==> src/sv/lrv_pkg.sv <==
`timescale 1ns / 1ps
// lrv_pkg: constants, header and result types of the log record validator.
// No dependencies; imported by every other file of the block.

package lrv_pkg;

  // Offsets saturate at the top of this range
  localparam int unsigned OffsetWidth    = 48;
  localparam int unsigned OutOffsetWidth = 48;
  localparam int unsigned ByteIdxWidth   = 32;

  localparam logic [31:0] RecMagic  = 32'h3144_534c;
  localparam logic [63:0] FnvBasis  = 64'hcbf2_9ce4_8422_2325;
  localparam logic [31:0] HdrLen    = 32'd40;
  localparam logic [7:0]  OpPut     = 8'd1;
  localparam logic [7:0]  OpDelete  = 8'd2;

  // Result queue
  localparam int unsigned ResDepth    = 4;
  localparam int unsigned ResPtrWidth = $clog2(ResDepth);
  localparam int unsigned ResCntWidth = $clog2(ResDepth + 1);

  typedef logic [OffsetWidth-1:0] offset_t;

  localparam offset_t OffMax = '1;

  typedef enum logic [1:0] {
    KindValid   = 2'd0,
    KindInvalid = 2'd1,
    KindEnd     = 2'd2
  } kind_e;

  // Header fields as captured from the byte stream
  typedef struct packed {
    logic [31:0] magic;
    logic [31:0] length;
    logic [15:0] tenant;
    logic [15:0] key;
    logic [31:0] value;
    logic [7:0]  op;
    logic [63:0] key_digest;
    logic [63:0] check;
  } hdr_t;

  typedef struct packed {
    kind_e       kind;
    offset_t     offset;
    logic [31:0] length;
    logic        del;
    logic [63:0] key_digest;
    offset_t     good_len;
    logic        last;
  } res_t;

  // Queue write strobes; second only together with the first
  typedef struct packed {
    logic push0;
    logic push1;
  } push_t;

endpackage

==> src/sv/lrv_res_fifo.sv <==
`timescale 1ns / 1ps
// lrv_res_fifo: small result queue, up to two writes and one read per cycle.
// Depends on lrv_pkg.

module lrv_res_fifo (
  input  logic           clk_i,
  input  logic           rst_ni,
  input  lrv_pkg::push_t push_i,
  input  lrv_pkg::res_t  data0_i,
  input  lrv_pkg::res_t  data1_i,
  output logic           room_o,
  output logic           out_valid_o,
  input  logic           out_ready_i,
  output lrv_pkg::res_t  out_data_o
);
  import lrv_pkg::*;

  res_t                   mem_q [ResDepth];
  logic [ResPtrWidth-1:0] wr_ptr_q, wr_ptr_d, rd_ptr_q, rd_ptr_d;
  logic [ResCntWidth-1:0] count_q, count_d;
  logic                   pop;

  // Room for two results, judged on registered state only
  assign room_o      = count_q <= ResCntWidth'(ResDepth - 2);
  assign out_valid_o = count_q != '0;
  assign out_data_o  = mem_q[rd_ptr_q];
  assign pop         = out_valid_o && out_ready_i;

  always_comb begin
    wr_ptr_d = wr_ptr_q + ResPtrWidth'(push_i.push0) + ResPtrWidth'(push_i.push1);
    rd_ptr_d = rd_ptr_q + ResPtrWidth'(pop);
    count_d  = count_q + ResCntWidth'(push_i.push0) + ResCntWidth'(push_i.push1)
               - ResCntWidth'(pop);
  end

  always_ff @(posedge clk_i or negedge rst_ni) begin
    if (!rst_ni) begin
      wr_ptr_q <= '0;
      rd_ptr_q <= '0;
      count_q  <= '0;
    end else begin
      wr_ptr_q <= wr_ptr_d;
      rd_ptr_q <= rd_ptr_d;
      count_q  <= count_d;
    end
  end

  always_ff @(posedge clk_i) begin
    if (push_i.push0) mem_q[wr_ptr_q] <= data0_i;
    if (push_i.push1) mem_q[wr_ptr_q + ResPtrWidth'(1)] <= data1_i;
  end

`ifndef NO_ASSERTIONS
  a_no_overflow : assert property (@(posedge clk_i) disable iff (!rst_ni)
    push_i.push0 |-> room_o)
    else $error("result pushed without room");

  a_pair_order : assert property (@(posedge clk_i) disable iff (!rst_ni)
    push_i.push1 |-> push_i.push0)
    else $error("second result pushed alone");
`endif

endmodule

==> config.mk <==
export PLATFORM = sky130hd
export DESIGN_NAME = lrv_res_fifo
export DESIGN_NICKNAME = d
export VERILOG_FILES = /design/src/sv/lrv_pkg.sv /design/src/sv/lrv_res_fifo.sv
export SDC_FILE = /design/constraint.sdc
export NUM_CORES = 1
export LEC_CHECK = 0
export ABC_CLOCK_PERIOD_IN_PS = 20300
export BUFFER_PORTS_ARGS = -buffer_cell sky130_fd_sc_hd__clkbuf_2
export CAP_MARGIN = 10
export CORE_ASPECT_RATIO = 1.1
export CORE_MARGIN = 5
export CORE_UTILIZATION = 45
export DETAILED_ROUTE_END_ITERATION = 8
export MAX_ROUTING_LAYER = met4
export PLACE_DENSITY = 0.66
export SETUP_SLACK_MARGIN = 0.05
export SLEW_MARGIN = 20
export SYNTH_ARGS = -nofsm -noshare
export SYNTH_HDL_FRONTEND = slang
export SYNTH_SLANG_ARGS = --single-unit
==> constraint.sdc <==
create_clock -name clk_i -period 20.3 [get_ports clk_i]
set_clock_uncertainty 0.05 [all_clocks]
set_input_delay 5.075 -clock clk_i [delete_from_list [all_inputs] [get_ports clk_i]]
set_output_delay 5.075 -clock clk_i [all_outputs]
set_load 0.01 [all_outputs]
**Yosys cells after proc, flatten, opt, wreduce, memory -nomap -nowiden**

Memory sizes are Yosys's and may differ from the RTL's.
Cells that the tools add are included.

- Register bits after elaboration: 7
- Bits in writable memories: 784
- Input bits: 397
- Output and inout bits: 198
- Logic and storage cells: 18
- Memories: 1

- $add $sub $neg: 7
- $lt $le $gt $ge: 1
- Mux-type cells: 4
- Reductions and logical operators: 2

Memory list:

| memory | words | width | rd ports | clocked after memory_dff | wr ports | RTL line | source |
|---|---|---|---|---|---|---|---|
| mem_q | 4 | 196 | 1 | 0 | 2 | lrv_res_fifo.sv:18 | `res_t mem_q [ResDepth];` |

Operator list:

| kind | number |
|---|---|
| adder 2 x 1 -> 2 bit | 3 |
| adder 3 x 1 -> 3 bit | 2 |
| 2-to-1 mux 1 bit | 4 |
| <= comparator 3 x 2 -> 1 bit, second input constant | 1 |
| nonzero test 3 bit | 1 |
| subtractor 3 x 1 -> 3 bit | 1 |
| adder 2 x 1 -> 2 bit, second input constant | 1 |
| logical AND 1 bit | 1 |

**Longest topological paths before layout**

- Word-level depth: 3
- Depth in mapped cells: 7
- Depth with buffers taken out: 7

**Worst setup path after synthesis**

Ideal clock, no wire load.

- Path kind: input port to flip-flop
- Start: in push_i[1] (netlist name)
- End: mem mem_q[2][0] (netlist name), enable pin
- Setup time: 1023 ps
- Arrival time: 18799 ps
- Data required time: 19227 ps
- Path slack: 428 ps
- Stages on the path: 2
- Cells stage by stage: nand2b_1 > o21ai_0

RTL lines:

| item | RTL line | source |
|---|---|---|
| start, declared | lrv_res_fifo.sv:8 | `input lrv_pkg::push_t push_i,` |
| end, declared | lrv_res_fifo.sv:18 |  |

==> summary.txt <==
Status = complete, no violations
Synth Area in Compound Gates = 0.0461%
Total congestion overflow = 0
Clock Sinks = 791
Switching power = 2.14 mW
DPL Wire Length = 61600 um
Leak Pwr = 16.0 nW
Clock Root Buffer = clkbuf_16
Final worst path period share = 45.5%
MaxCap Viol Count = 0
Syn Area/Cell = 19.7 um^2
Via density per instance = 5.57
Floorplan core area = 83600 um^2
Most used cell, CP = buf_4
Final hold vios = 0
Cts hold-fix bufs = 0
Vias = 20.9k
Ratio of cells with drive above 1 in the final layout = 61.4%
CP Capture Type = output port
Total power = 6.54 mW
Period minus WS final = 9.24 ns
Post-synth EDFFs = 784
Synth Area in Simple Gates = 0.165%
Switching Share = 32.7%
Effective utilization at floorplan = 45.5%
Post-synthesis mux area share = 34.9%
Final ANT Viol Nets = 0
Worst slack at placement = 11.57 ns
Hold WS = 0.578 ns
CTS resizes = 0
Clock Power Share = 22.5%
Area delta synth->final = 17.4%
Fmax = 108 MHz
Sequential fraction of the synthesis area = 62.4%
Worst setup SP type = register
Fin nets = 2919
Post-Synth Adder-Cell Area = 0.257%
Clk buf depth = 3
Finish-stage setup viols = 0
Cell area after layout = 44600 um^2
TNS Setup = 0 ns
Clk Latency, worst-skew pair = 0.62 ns
CP Class = register to output port
Syn nets = 2334
Cells after Synth = 1931
P_int = 4.40 mW
CTS H-Tree Depth = 3
CP cell instances = buf_4 -> buf_4 -> mux4_2 -> clkbuf_2
DR pass1 iterations = 5
Hold WC Path Type = register to register
Io pins = 595
Synth Cell Area = 38000 um^2
Sequential share of power = 40.5%
Area occupied by multi-input gates = 13500 um^2
Worst EP required = 15.18 ns
Die area = 90400 um^2
Fillers = 6791
Largest net degree at the start of global routing = 146
CP Max Fanout = 47
DRT Wirelength = 98400 um
Distinct cells, synth = 25
CP max-delay cell = dfrtp_4
Clk slew on worst S/H paths = 0.06 ns
Setup ws final = 11.06 ns
Post-synth top cells = edfxtp_1 (784), mux2_2 (644), mux4_2 (196)
Post-synth top flop = edfxtp_1
Worst stage delay on the critical path = 0.90 ns
Seq. cell area = 23700 um^2
Drt first-iter violations = 1357
Chip Width = 287 um
Mean routed wirelength per cell = 26.3 um
Num CTS Buffers = 87
Share of the synthesized area in the top cell type = 61.9%
Post-synthesis async set-or-reset flop share = 0.885%
Worst slew pin tran = 1.19 ns
Vias in the first global route = 22.7k
Logic pwr share = 37.0%
Register bit total from synthesis = 791
Cell taking the most area after synthesis = edfxtp_1
Arrival @ worst endpoint = 4.11 ns
# rows = 111
GPL Wtd Cong = 0.784
Port Buf Inserts = 594
Final Slew Violations = 0
XOR/XNOR Fraction of Synth Area = 0.0691%
Slew margin rel. = 20.6%
Largest family of logic cells by synthesized area = multiplexers
Buffers and inverters on the worst path = 3
Die height = 315 um
CP top delay family = buffers and inverters
Worst VDD drop = 0.102 mV
RSZ-0062 raised after global routing = false
Initial antenna violation count = 33
CTS tree = yes
Top-count cell post-synth = edfxtp_1
First-pass GRT wire length = 145000 um
Area contributors post-synth = edfxtp_1 (62%), mux2_2 (19%), mux4_2 (12%)
Post-CTS setup buffer count = 0
DRC = 0
DP Area = 41900 um^2
Total GRT Usage = 21.8%
Pwr dens = 146 nW/um^2
Ys Warns = 0
[metal layers]
metal,routed length (um),up-vias,global-route usage [%]
li1,-,9234,-
met3,7580,149,5.81
met4,2790,0,7.44
met5,0,-,-
met1,37900,10800,26.1
met2,50200,683,36.2
[area by class of cell]
type,count,area share [%]
clock inverter,43,0.600
sequential,791,53.2
tap,1130,3.17
clock buffer,113,5.26
multi-input combinational,1003,30.3
antenna,35,0.196
inverter,6,0.0505
timing repair buffer,627,7.30
[flip-flops by register name (all words and copies together), names as in the netlist]
register and flops:
wr_ptr_q 2, count_q 3, rd_ptr_q 2, mem_q 784
[worst paths after layout]
| check | startpoint | end | slack (ns) | depth (start not counted) |
|---|---|---|---|---|
| worst min-delay path | count_q[0] | count_q[0] | 0.58 | 1 |
| min in group asynchronous | rst_ni | rd_ptr_q[0] | 4.23 | 1 |
| max in group asynchronous | rst_ni | rd_ptr_q[1] | 15.76 | 1 |
| worst max register to register | wr_ptr_q[1] | mem_q[0][120] | 16.40 | 4 |
| worst min register to register | count_q[0] | count_q[0] | 0.58 | 1 |
| worst max-delay path | rd_ptr_q[0] | out_data_o[107] | 11.06 | 4 |
[layout by cell type, fill, tap and decap left out, types with 2 or more instances in the layout]
cell and n:
buf_12 3, dfrtp_4 2, clkinv_1 23, nand3b_1 2
clkbuf_2 594, clkinv_8 2, edfxtp_1 784, bufinv_16 2
o21ai_4 2, clkinv_2 13, inv_1 6, clkbuf_1 21
mux2_1 140, fa_1 3, nor2_4 2, diode_2 35
mux2_2 644, clkbuf_16 89, clkinvlp_4 2, mux4_2 196
xor2_1 2, dfrtp_1 5, clkbuf_8 3, buf_4 30
ha_1 3
[metrics by stage]
stage          cells  util, %
2_1_floorplan   1931        -
3_3_place_gp    3557     50.2
3_5_place_dp    3557     50.2
4_1_cts         3713     53.3
5_1_grt         3746     53.4
6_report        3748     53.4
[power groups by stage]
stage | clock network [mW] | registers [mW] | logic, mW
after floorplan | 0 | 2.85 | 1.63
after global placement | 0 | 2.67 | 2.45
after detailed placement | 0 | 2.69 | 2.46
after CTS | 1.50 | 2.66 | 2.47
after global routing | 1.57 | 2.69 | 2.57
final | 1.47 | 2.65 | 2.42
[logic make-up after synthesis]
family          count (synthesis)
mux                           981
xor+xnor                        3
buf+inv                       137
simple gates                   10
compound gates                  3
fa+ha+maj                       6
flops                         791
No activity file was read; power rests on OpenSTA's default activity.
