===== src/sv/lrv_pkg.sv =====
`timescale 1ns / 1ps
// lrv_pkg: constants, header and result types of the log record validator.
// No dependencies; imported by every other file of the block.

package lrv_pkg;

  // Offsets saturate at the top of this range
  localparam int unsigned OffsetWidth    = 48;
  localparam int unsigned OutOffsetWidth = 48;
  localparam int unsigned ByteIdxWidth   = 32;

  localparam logic [31:0] RecMagic  = 32'h3144_534c;
  localparam logic [63:0] FnvBasis  = 64'hcbf2_9ce4_8422_2325;
  localparam logic [31:0] HdrLen    = 32'd40;
  localparam logic [7:0]  OpPut     = 8'd1;
  localparam logic [7:0]  OpDelete  = 8'd2;

  // Result queue
  localparam int unsigned ResDepth    = 4;
  localparam int unsigned ResPtrWidth = $clog2(ResDepth);
  localparam int unsigned ResCntWidth = $clog2(ResDepth + 1);

  typedef logic [OffsetWidth-1:0] offset_t;

  localparam offset_t OffMax = '1;

  typedef enum logic [1:0] {
    KindValid   = 2'd0,
    KindInvalid = 2'd1,
    KindEnd     = 2'd2
  } kind_e;

  // Header fields as captured from the byte stream
  typedef struct packed {
    logic [31:0] magic;
    logic [31:0] length;
    logic [15:0] tenant;
    logic [15:0] key;
    logic [31:0] value;
    logic [7:0]  op;
    logic [63:0] key_digest;
    logic [63:0] check;
  } hdr_t;

  typedef struct packed {
    kind_e       kind;
    offset_t     offset;
    logic [31:0] length;
    logic        del;
    logic [63:0] key_digest;
    offset_t     good_len;
    logic        last;
  } res_t;

  // Queue write strobes; second only together with the first
  typedef struct packed {
    logic push0;
    logic push1;
  } push_t;

endpackage


===== src/sv/lrv_hash.sv =====
`timescale 1ns / 1ps
// lrv_hash: one FNV-1a 64 multiply per byte, header folds scheduled over bytes 0..39.
// Depends on lrv_pkg.

module lrv_hash (
  input  logic [63:0]                    hash_i,
  input  logic [lrv_pkg::ByteIdxWidth-1:0] byte_idx_i,
  input  logic [7:0]                     data_i,
  input  lrv_pkg::hdr_t                  hdr_i,
  output logic [63:0]                    hash_o
);
  import lrv_pkg::*;

  // prime = 2^40 + 0x1b3; prime^2 mod 2^64 = 0x366 * 2^40 + 0x2e329
  localparam logic [17:0] PrimeLo  = 18'h001b3;
  localparam logic [9:0]  PrimeHi  = 10'h001;
  localparam logic [17:0] Prime2Lo = 18'h2e329;
  localparam logic [9:0]  Prime2Hi = 10'h366;

  logic [7:0]  x;
  logic        dbl;
  logic [63:0] v;
  logic [63:0] prod_lo;
  logic [23:0] prod_hi;

  // Header stream: each field as 8 bytes, zero bytes paired so that a
  // data byte plus a zero, or two zeros, is one multiply by prime^2.
  always_comb begin
    x   = '0;
    dbl = 1'b0;
    if (byte_idx_i >= HdrLen) begin
      x = data_i;
    end else begin
      unique case (byte_idx_i[5:0])
        6'd0, 6'd1, 6'd2: x = data_i;
        6'd3: begin
          x   = data_i;
          dbl = 1'b1;
        end
        6'd6:  x = hdr_i.length[7:0];
        6'd7:  x = hdr_i.length[15:8];
        6'd8:  x = hdr_i.length[23:16];
        6'd9: begin
          x   = hdr_i.length[31:24];
          dbl = 1'b1;
        end
        6'd12: x = hdr_i.tenant[7:0];
        6'd13: begin
          x   = hdr_i.tenant[15:8];
          dbl = 1'b1;
        end
        6'd17: x = hdr_i.key[7:0];
        6'd18: begin
          x   = hdr_i.key[15:8];
          dbl = 1'b1;
        end
        6'd22: x = hdr_i.value[7:0];
        6'd23: x = hdr_i.value[15:8];
        6'd24: x = hdr_i.value[23:16];
        6'd25: begin
          x   = hdr_i.value[31:24];
          dbl = 1'b1;
        end
        6'd28: begin
          x   = hdr_i.op;
          dbl = 1'b1;
        end
        6'd4, 6'd10, 6'd14, 6'd15, 6'd19, 6'd20, 6'd26, 6'd29, 6'd30, 6'd31: dbl = 1'b1;
        6'd32, 6'd33, 6'd34, 6'd35, 6'd36, 6'd37, 6'd38, 6'd39: begin
          x = hdr_i.key_digest[{byte_idx_i[2:0], 3'b000} +: 8];
        end
        default: x = '0;
      endcase
    end
  end

  assign v       = hash_i ^ {56'd0, x};
  assign prod_lo = v * 64'(dbl ? Prime2Lo : PrimeLo);
  assign prod_hi = v[23:0] * 24'(dbl ? Prime2Hi : PrimeHi);
  assign hash_o  = prod_lo + {prod_hi, 40'd0};

endmodule


===== src/sv/lrv_core.sv =====
`timescale 1ns / 1ps
// lrv_core: record state, header capture, checks and result generation per byte.
// Depends on lrv_pkg and lrv_hash.

module lrv_core (
  input  logic          clk_i,
  input  logic          rst_ni,
  input  logic          step_i,
  input  logic [7:0]    data_i,
  input  logic          first_i,
  input  logic          last_i,
  output lrv_pkg::push_t push_o,
  output lrv_pkg::res_t  res0_o,
  output lrv_pkg::res_t  res1_o
);
  import lrv_pkg::*;

  localparam logic [ByteIdxWidth-1:0] LastHdrIdx = ByteIdxWidth'(HdrLen - 32'd1);

  offset_t                 log_off_q, log_off_d, log_off_e;
  offset_t                 rec_start_q, rec_start_d, rec_start_e;
  logic [ByteIdxWidth-1:0] bir_q, bir_d, bir_e;
  logic                    stopped_q, stopped_d, stopped_e;
  logic [63:0]             hash_q, hash_d, hash_in, hash_fold;
  hdr_t                    hdr_q, hdr_d;

  logic                    bad, done;
  logic [32:0]             body_len;
  offset_t                 pos_inc;
  logic [OffsetWidth:0]    vb_sum;
  offset_t                 vb;
  logic                    rec_push;
  res_t                    rec_res, end_res;

  // A new log starts from the reset state
  assign log_off_e   = first_i ? '0 : log_off_q;
  assign rec_start_e = first_i ? '0 : rec_start_q;
  assign bir_e       = first_i ? '0 : bir_q;
  assign stopped_e   = first_i ? 1'b0 : stopped_q;
  assign hash_in     = (bir_e == '0) ? FnvBasis : hash_q;

  lrv_hash u_hash (
    .hash_i     (hash_in),
    .byte_idx_i (bir_e),
    .data_i     (data_i),
    .hdr_i      (hdr_q),
    .hash_o     (hash_fold)
  );

  // Lane capture; every lane is rewritten before it is read in a record
  always_comb begin
    hdr_d = hdr_q;
    priority if (bir_e < 32'd4) begin
      hdr_d.magic[{bir_e[1:0], 3'b000} +: 8] = data_i;
    end else if (bir_e < 32'd8) begin
      hdr_d.length[{bir_e[1:0], 3'b000} +: 8] = data_i;
    end else if (bir_e < 32'd10) begin
      hdr_d.tenant[{bir_e[0], 3'b000} +: 8] = data_i;
    end else if (bir_e < 32'd12) begin
      hdr_d.key[{bir_e[0], 3'b000} +: 8] = data_i;
    end else if (bir_e < 32'd16) begin
      hdr_d.value[{bir_e[1:0], 3'b000} +: 8] = data_i;
    end else if (bir_e == 32'd16) begin
      hdr_d.op = data_i;
    end else if (bir_e >= 32'd24 && bir_e < 32'd32) begin
      hdr_d.key_digest[{bir_e[2:0], 3'b000} +: 8] = data_i;
    end else if (bir_e >= 32'd32 && bir_e < HdrLen) begin
      hdr_d.check[{bir_e[2:0], 3'b000} +: 8] = data_i;
    end else begin
      hdr_d = hdr_q;
    end
  end

  assign body_len = {17'd0, hdr_d.tenant} + {17'd0, hdr_d.key} + {1'b0, hdr_d.value};

  always_comb begin
    bad = 1'b0;
    if (bir_e == 32'd3 && hdr_d.magic != RecMagic) bad = 1'b1;
    if (bir_e == 32'd15) begin
      if (hdr_d.length < HdrLen || {1'b0, hdr_d.length - HdrLen} != body_len) bad = 1'b1;
    end
    if (bir_e == 32'd16) begin
      if (hdr_d.op != OpPut && hdr_d.op != OpDelete) bad = 1'b1;
      else if (hdr_d.op == OpDelete && hdr_d.value != '0) bad = 1'b1;
    end
    done = !bad && bir_e >= LastHdrIdx && bir_e == hdr_d.length - 32'd1;
    if (done && hash_fold != hdr_d.check) bad = 1'b1;
  end

  assign pos_inc = (log_off_e == OffMax) ? OffMax : log_off_e + offset_t'(1);
  assign vb_sum  = {1'b0, rec_start_e} + (OffsetWidth + 1)'(hdr_d.length);
  assign vb      = (vb_sum >= {1'b0, OffMax}) ? OffMax : vb_sum[OffsetWidth-1:0];

  always_comb begin
    stopped_d   = stopped_e;
    rec_start_d = rec_start_e;
    bir_d       = bir_e;
    hash_d      = hash_q;
    rec_push    = 1'b0;
    rec_res     = '{kind: KindInvalid, offset: rec_start_e, length: '0, del: 1'b0,
                    key_digest: '0, good_len: rec_start_e, last: 1'b0};
    if (!stopped_e) begin
      hash_d = hash_fold;
      if (bad) begin
        rec_push  = 1'b1;
        stopped_d = 1'b1;
      end else if (done) begin
        rec_push    = 1'b1;
        rec_res     = '{kind: KindValid, offset: rec_start_e, length: hdr_d.length,
                        del: (hdr_d.op == OpDelete), key_digest: hdr_d.key_digest,
                        good_len: vb, last: 1'b0};
        rec_start_d = pos_inc;
        bir_d       = '0;
      end else begin
        bir_d = bir_e + 32'd1;
      end
    end
    // Log ends inside a record: that record fails
    if (last_i && !stopped_d && bir_d != '0) begin
      rec_push  = 1'b1;
      stopped_d = 1'b1;
      rec_res   = '{kind: KindInvalid, offset: rec_start_d, length: '0, del: 1'b0,
                    key_digest: '0, good_len: rec_start_d, last: 1'b0};
    end
    end_res = '{kind: KindEnd, offset: '0, length: '0, del: 1'b0, key_digest: '0,
                good_len: rec_start_d, last: 1'b1};
  end

  assign log_off_d = pos_inc;

  always_comb begin
    push_o.push0 = step_i && (rec_push || last_i);
    push_o.push1 = step_i && rec_push && last_i;
    res0_o       = rec_push ? rec_res : end_res;
    res0_o.last  = !(rec_push && last_i);
    res1_o       = end_res;
  end

  always_ff @(posedge clk_i or negedge rst_ni) begin
    if (!rst_ni) begin
      log_off_q   <= '0;
      rec_start_q <= '0;
      bir_q       <= '0;
      stopped_q   <= 1'b0;
      hash_q      <= FnvBasis;
    end else if (step_i) begin
      log_off_q   <= log_off_d;
      rec_start_q <= rec_start_d;
      bir_q       <= bir_d;
      stopped_q   <= stopped_d;
      hash_q      <= hash_d;
    end
  end

  always_ff @(posedge clk_i) begin
    if (step_i && !stopped_e) begin
      hdr_q <= hdr_d;
    end
  end

`ifndef NO_ASSERTIONS
  a_stop_after_fail : assert property (@(posedge clk_i) disable iff (!rst_ni)
    (push_o.push0 && res0_o.kind == KindInvalid) |=> stopped_q)
    else $error("invalid record did not stop the log");

  a_restart_after_valid : assert property (@(posedge clk_i) disable iff (!rst_ni)
    (push_o.push0 && res0_o.kind == KindValid) |=> (bir_q == '0))
    else $error("record progress not cleared after a valid record");
`endif

endmodule


===== config.mk =====
export PLATFORM = sky130hd
export DESIGN_NAME = lrv_core
export DESIGN_NICKNAME = d
export VERILOG_FILES = /design/src/sv/lrv_pkg.sv /design/src/sv/lrv_hash.sv /design/src/sv/lrv_core.sv
export SDC_FILE = /design/constraint.sdc
export NUM_CORES = 2
export LEC_CHECK = 0
export BUFFER_PORTS_ARGS = -buffer_cell sky130_fd_sc_hd__buf_2
export CORE_ASPECT_RATIO = 1.25
export CORE_MARGIN = 1.5
export CORE_UTILIZATION = 44
export CTS_CLUSTER_SIZE = 25
export DETAILED_ROUTE_END_ITERATION = 8
export SETUP_SLACK_MARGIN = 0.5
export SLEW_MARGIN = 20
export SYNTH_ARGS = -nofsm -noshare
export SYNTH_HDL_FRONTEND = slang
export SYNTH_SLANG_ARGS = --single-unit

===== constraint.sdc =====
create_clock -name clk_i -period 34.4 [get_ports clk_i]
set_clock_uncertainty 0.2 [all_clocks]
set_input_delay 6.88 -clock clk_i [delete_from_list [all_inputs] [get_ports clk_i]]
set_output_delay 6.88 -clock clk_i [all_outputs]
set_load 0.05 [all_outputs]

Word level (Yosys, flattened, before mapping)
Index checks and enable logic that the tools add are counted.
{ "totals": {"output_inout_bits": 394, "elab_cells": 191, "register_bits": 457, "inputBits": 13} }
{ "classes": {"n_reduce_logical": 29, "muxes": 69, "n_eq_ne": 45, "addsub": 11, "shifts": 7, "n_mul": 2, "magnitude_cmp": 13, "bitwise": 2} }
{ "op_table": {"columns": ["op", "n"], "rows": [
  ["$mux 128", 6],
  ["$mux 195", 3],
  ["$mux 196", 2],
  ["$mux 48", 7],
  ["$mux 64", 5],
  ["$mux 32", 8],
  ["$mux 232", 1],
  ["$mux 200", 1],
  ["$mux 184", 1],
  ["$mux 168", 1],
  ["$mux 136", 1],
  ["$bwmux 64", 2],
  ["$pmux 8 s15", 1],
  ["$bwmux 32", 3],
  ["$ge 32x6->1 const B", 3],
  ["$lt 32x4->1 const B", 3],
  ["$lt 32x6->1 const B", 3],
  ["$mux 96", 1],
  ["$mux 80", 1],
  ["$eq 6x5->1 const B", 13],
  ["$add 64x64->64", 1],
  ["$mul 64x64->64", 1],
  ["$ne 64x64->1", 1],
  ["$reduce_bool 32->1", 2],
  ["54 further kinds", 107]
]} }

Longest topological paths before layout
{ "logic_depth": {"word_depth": 34, "mapped_depth": 63, "ltp_nobuf": 57} }

By module
A second synthesis with hierarchy kept.
{ "hier_totals": {"hier_cells": 7251, "area_unflattened_um2": 63046.7} }
{ "modules_own_cells": {"columns": ["module", "area_per_inst_um2", "cells_each", "seq_area_each_um2", "instances"], "rows": [
  ["lrv_core", 35611.7, 4260, 12792.3, 1],
  ["lrv_hash", 27435.1, 2991, 0.0, 1]
]} }

Worst setup path after synthesis
No wires, ideal clock.
{ "synth_path": {"path_type": "input-to-output", "startpoint": "input first_i", "endpoint": "output res0_o[26] (netlist bit)", "n_path_buf": 9, "path_slack_ns": 6.012, "t_arrival_ns": 21.308, "cell_stages": 55, "t_required_ns": 27.320, "cell_sequence": "clkbuf_1 clkbuf_1 buf_2 clkbuf_1 clkbuf_1 buf_1 clkbuf_1 nor3_1 a311oi_1 a2111oi_0 a31oi_1 a21oi_1 xnor2_1 clkinv_1 xnor2_1 nor2_1 nand2_1 o21ai_0 [... 19 more ...] fa_1 fa_1 fa_1 inv_1 ha_1 o21ai_0 nor4_1 a221oi_1 xnor3_1 xnor2_1 xnor2_1 and4_1 and4b_1 buf_2 nand2_1 clkbuf_1 o21ai_0 mux2_2"} }
{ "synth_rtl": {"columns": ["item", "line_no", "source"], "rows": [
  ["from (decl)", "lrv_core.sv:10", "input logic first_i,"],
  ["to (decl)", "lrv_core.sv:13", "output lrv_pkg::res_t res0_o,"]
]} }

==> out/qor.yml <==
clock_network:
  htreeDepth: 2
  hold_buffers: 0
  post_cts_buffers: 0
  clkSinkCount: 457
  cts_tree: "done"
  clk_pin_slew_ns: 0.06
  ctsResizeCount: 0
  cts_root_buf: "clkbuf_16"
  insertion_delay_ns: 0.67
  cts_buffers: 51
  clockBufferDepth: 3
logic_synthesis:
  yosys_warnings: 0
  ys_seq_elements: 457
  ys_types: 105
  synth-seq-area-share_pct: 20.5
  synth-edff-count: 264
  async_reset_ff_share_pct: 42.2
  syn_area_per_cell_um2: 8.82
  synth_cells: 7078
  ys.flop_type: "edfxtp_1"
  netlist_area_um2: 62400
floorplanning:
  ios: 407
  rows: 154
  core-area_um2: 141000
  die_h_um: 424
  fp.dieW_um: 340
  dieArea_um2: 144000
  start_util_pct: 44.3
setup_path:
  end_kind: "primary output"
  start_kind: "input pin"
  cp_data_required_time_ns: 27.32
  cp_max_fo: 62
  max_stage_delay_ns: 0.83
  crit_path_top_delay_cell: "xor2_1"
  worst-endpoint-arrival_ns: 24.40
  crit_family: "compound AO/OA/AOI/OAI gates"
  path_buf_inv: 12
  critical_path_class: "input pin to primary output"
global_route:
  grt_pass1_wl_mm: 364
  grtUsageTotal_pct: 34.1
  grt_overflow: 0
  grt_pass1_vias: 53800
  antenna_found_initial: 12
  grt_max_degree: 97
finish:
  syn_to_final_growth_pct: 7.43
  postLayoutCoreUtil_pct: 47.6
  final_nets: 8294
  drive_above_1_share_pct: 10.6
timing:
  setup_violations: 0
  fin_tns_setup_ns: 0
  slew_headroom_pct: 19.1
  finalCriticalPeriod_ns: 31.48
  fin_crit_sh_pct: 91.5
  slew_violations: 0
  fmax_ghz: 0.0318
  rsz0062_at_grt: "no"
  tightest_slew_ns: 1.21
  hold_viol: 0
placed_design:
  place.gp.congestion: 1.04
  io_buffers: 258
  place_hpwl_mm: 202
detailed_routing:
  vias_per_cell: 5.90
  wl_per_cell_um: 27.3
  drt_iter0_markers: 5225
  drtAntennaViolNets: 0
  drcViolationCount: 0
  vias: 53700
  drtPass1Iterations: 8
  drt_wl_total_mm: 248
hold_path:
  min_path_type: "flip-flop to flip-flop"
job:
  timing.max_cap.violations: 0
outcome:
  status: "finished clean"
[tightest hold or removal path: cells and delay by family, from the launching register on]
kind | cells | cell delay [ns]
DFF | 1 | 0.37
and+or+nand+nor | 2 | 0.10
[stage by stage]
step / std cells / hold slack [ns] / worst slack (ns) / cell area [um2]
4_1_cts: 9101 / 0.267 / 3.27 / 67000
2_1_floorplan: 7226 / 0.236 / 6.01 / 63000
3_3_place_gp: 9005 / 0.246 / 3.73 / 65200
6_report: 9106 / 0.268 / 2.92 / 67000
5_1_grt: 9102 / 0.295 / 2.22 / 67000
3_5_place_dp: 9005 / 0.257 / 3.38 / 65200
[final cells by class]
class | count | area, um2
multi-input cells | 5123 | 43500
flip-flops and latches | 457 | 12800
clock inverters | 32 | 437
diodes | 5 | 12.5
well taps | 1872 | 2340
repair buffers | 373 | 2170
inverters | 1180 | 4440
fillers | 13800 | 73800
clock buffers | 64 | 1390
[synthesized netlist by cell type, drive strengths merged (90+ instances only)]
cell type / n / area, um2
dfrtp: 165 / 4130
nor2: 478 / 1790
nor2b: 93 / 582
a21oi: 346 / 1730
clkbuf: 255 / 957
nand2: 609 / 2290
nor3: 125 / 636
mux2i: 153 / 1540
nand3: 116 / 586
mux2: 189 / 2130
edfxtp: 264 / 7930
and3: 112 / 701
fa: 636 / 12700
xnor2: 273 / 2390
nand4: 90 / 569
o21ai: 301 / 1510
inv: 1175 / 4410
buf: 211 / 1420
xor2: 107 / 937
ha: 459 / 5740
[cell families after synthesis]
kind of cell / share of synthesized area, %
compound gates: 12.3
xor+xnor: 5.55
fa+ha+maj: 29.6
buf+inv: 10.9
flops: 20.5
mux: 5.92
other cells: 0.0120
simple gates: 15.2
[flip-flops by register name (all words and copies together), names as in the netlist]
signal and cells:
stopped_q 1, log_off_q 48, rec_start_q 48, hdr_q 264
bir_q 32, hash_q 64
[cells in the final DEF (no fill, tap or decap), types with 107 or more instances in the layout]
cell / instances
and3_1: 112
xor2_1: 107
inv_1: 1171
fa_1: 636
nor3_1: 119
nand2_1: 606
buf_2: 255
mux2i_1: 151
o21ai_0: 295
conb_1: 150
mux2_2: 189
a21oi_1: 344
edfxtp_1: 264
nand3_1: 115
buf_4: 116
xnor2_1: 273
dfrtp_1: 164
ha_1: 459
nor2_1: 477
[per-layer routing]
| metal | track usage [%] | part of all wire [%] | vias up |
|---|---|---|---|
| met5 | 0 | 0 | - |
| met4 | 22.3 | 7.9 | 0 |
| met3 | 4.20 | 7.5 | 700 |
| met2 | 56.3 | 47 | 2763 |
| met1 | 42.1 | 38 | 26600 |
| li1 | - | - | 23600 |
[worst paths after layout]
check / cells past startpoint / slack [ns] / start / endpoint
setup / recovery: 59 / 2.92 / first_i / res1_o[6]
hold / removal: 2 / 0.27 / hash_q[8] / hash_q[8]
setup reg to reg: 56 / 16.37 / bir_q[0] / rec_start_q[5]
hold reg to reg: 2 / 0.27 / hash_q[8] / hash_q[8]
max in group asynchronous: 3 / 25.71 / rst_ni / hash_q[28]
min in group asynchronous: 1 / 5.95 / rst_ni / rec_start_q[6]
Power is left out: the tool's default activity adds up to more than one toggle a clock period on the data nets, which glitch-free logic cannot reach.
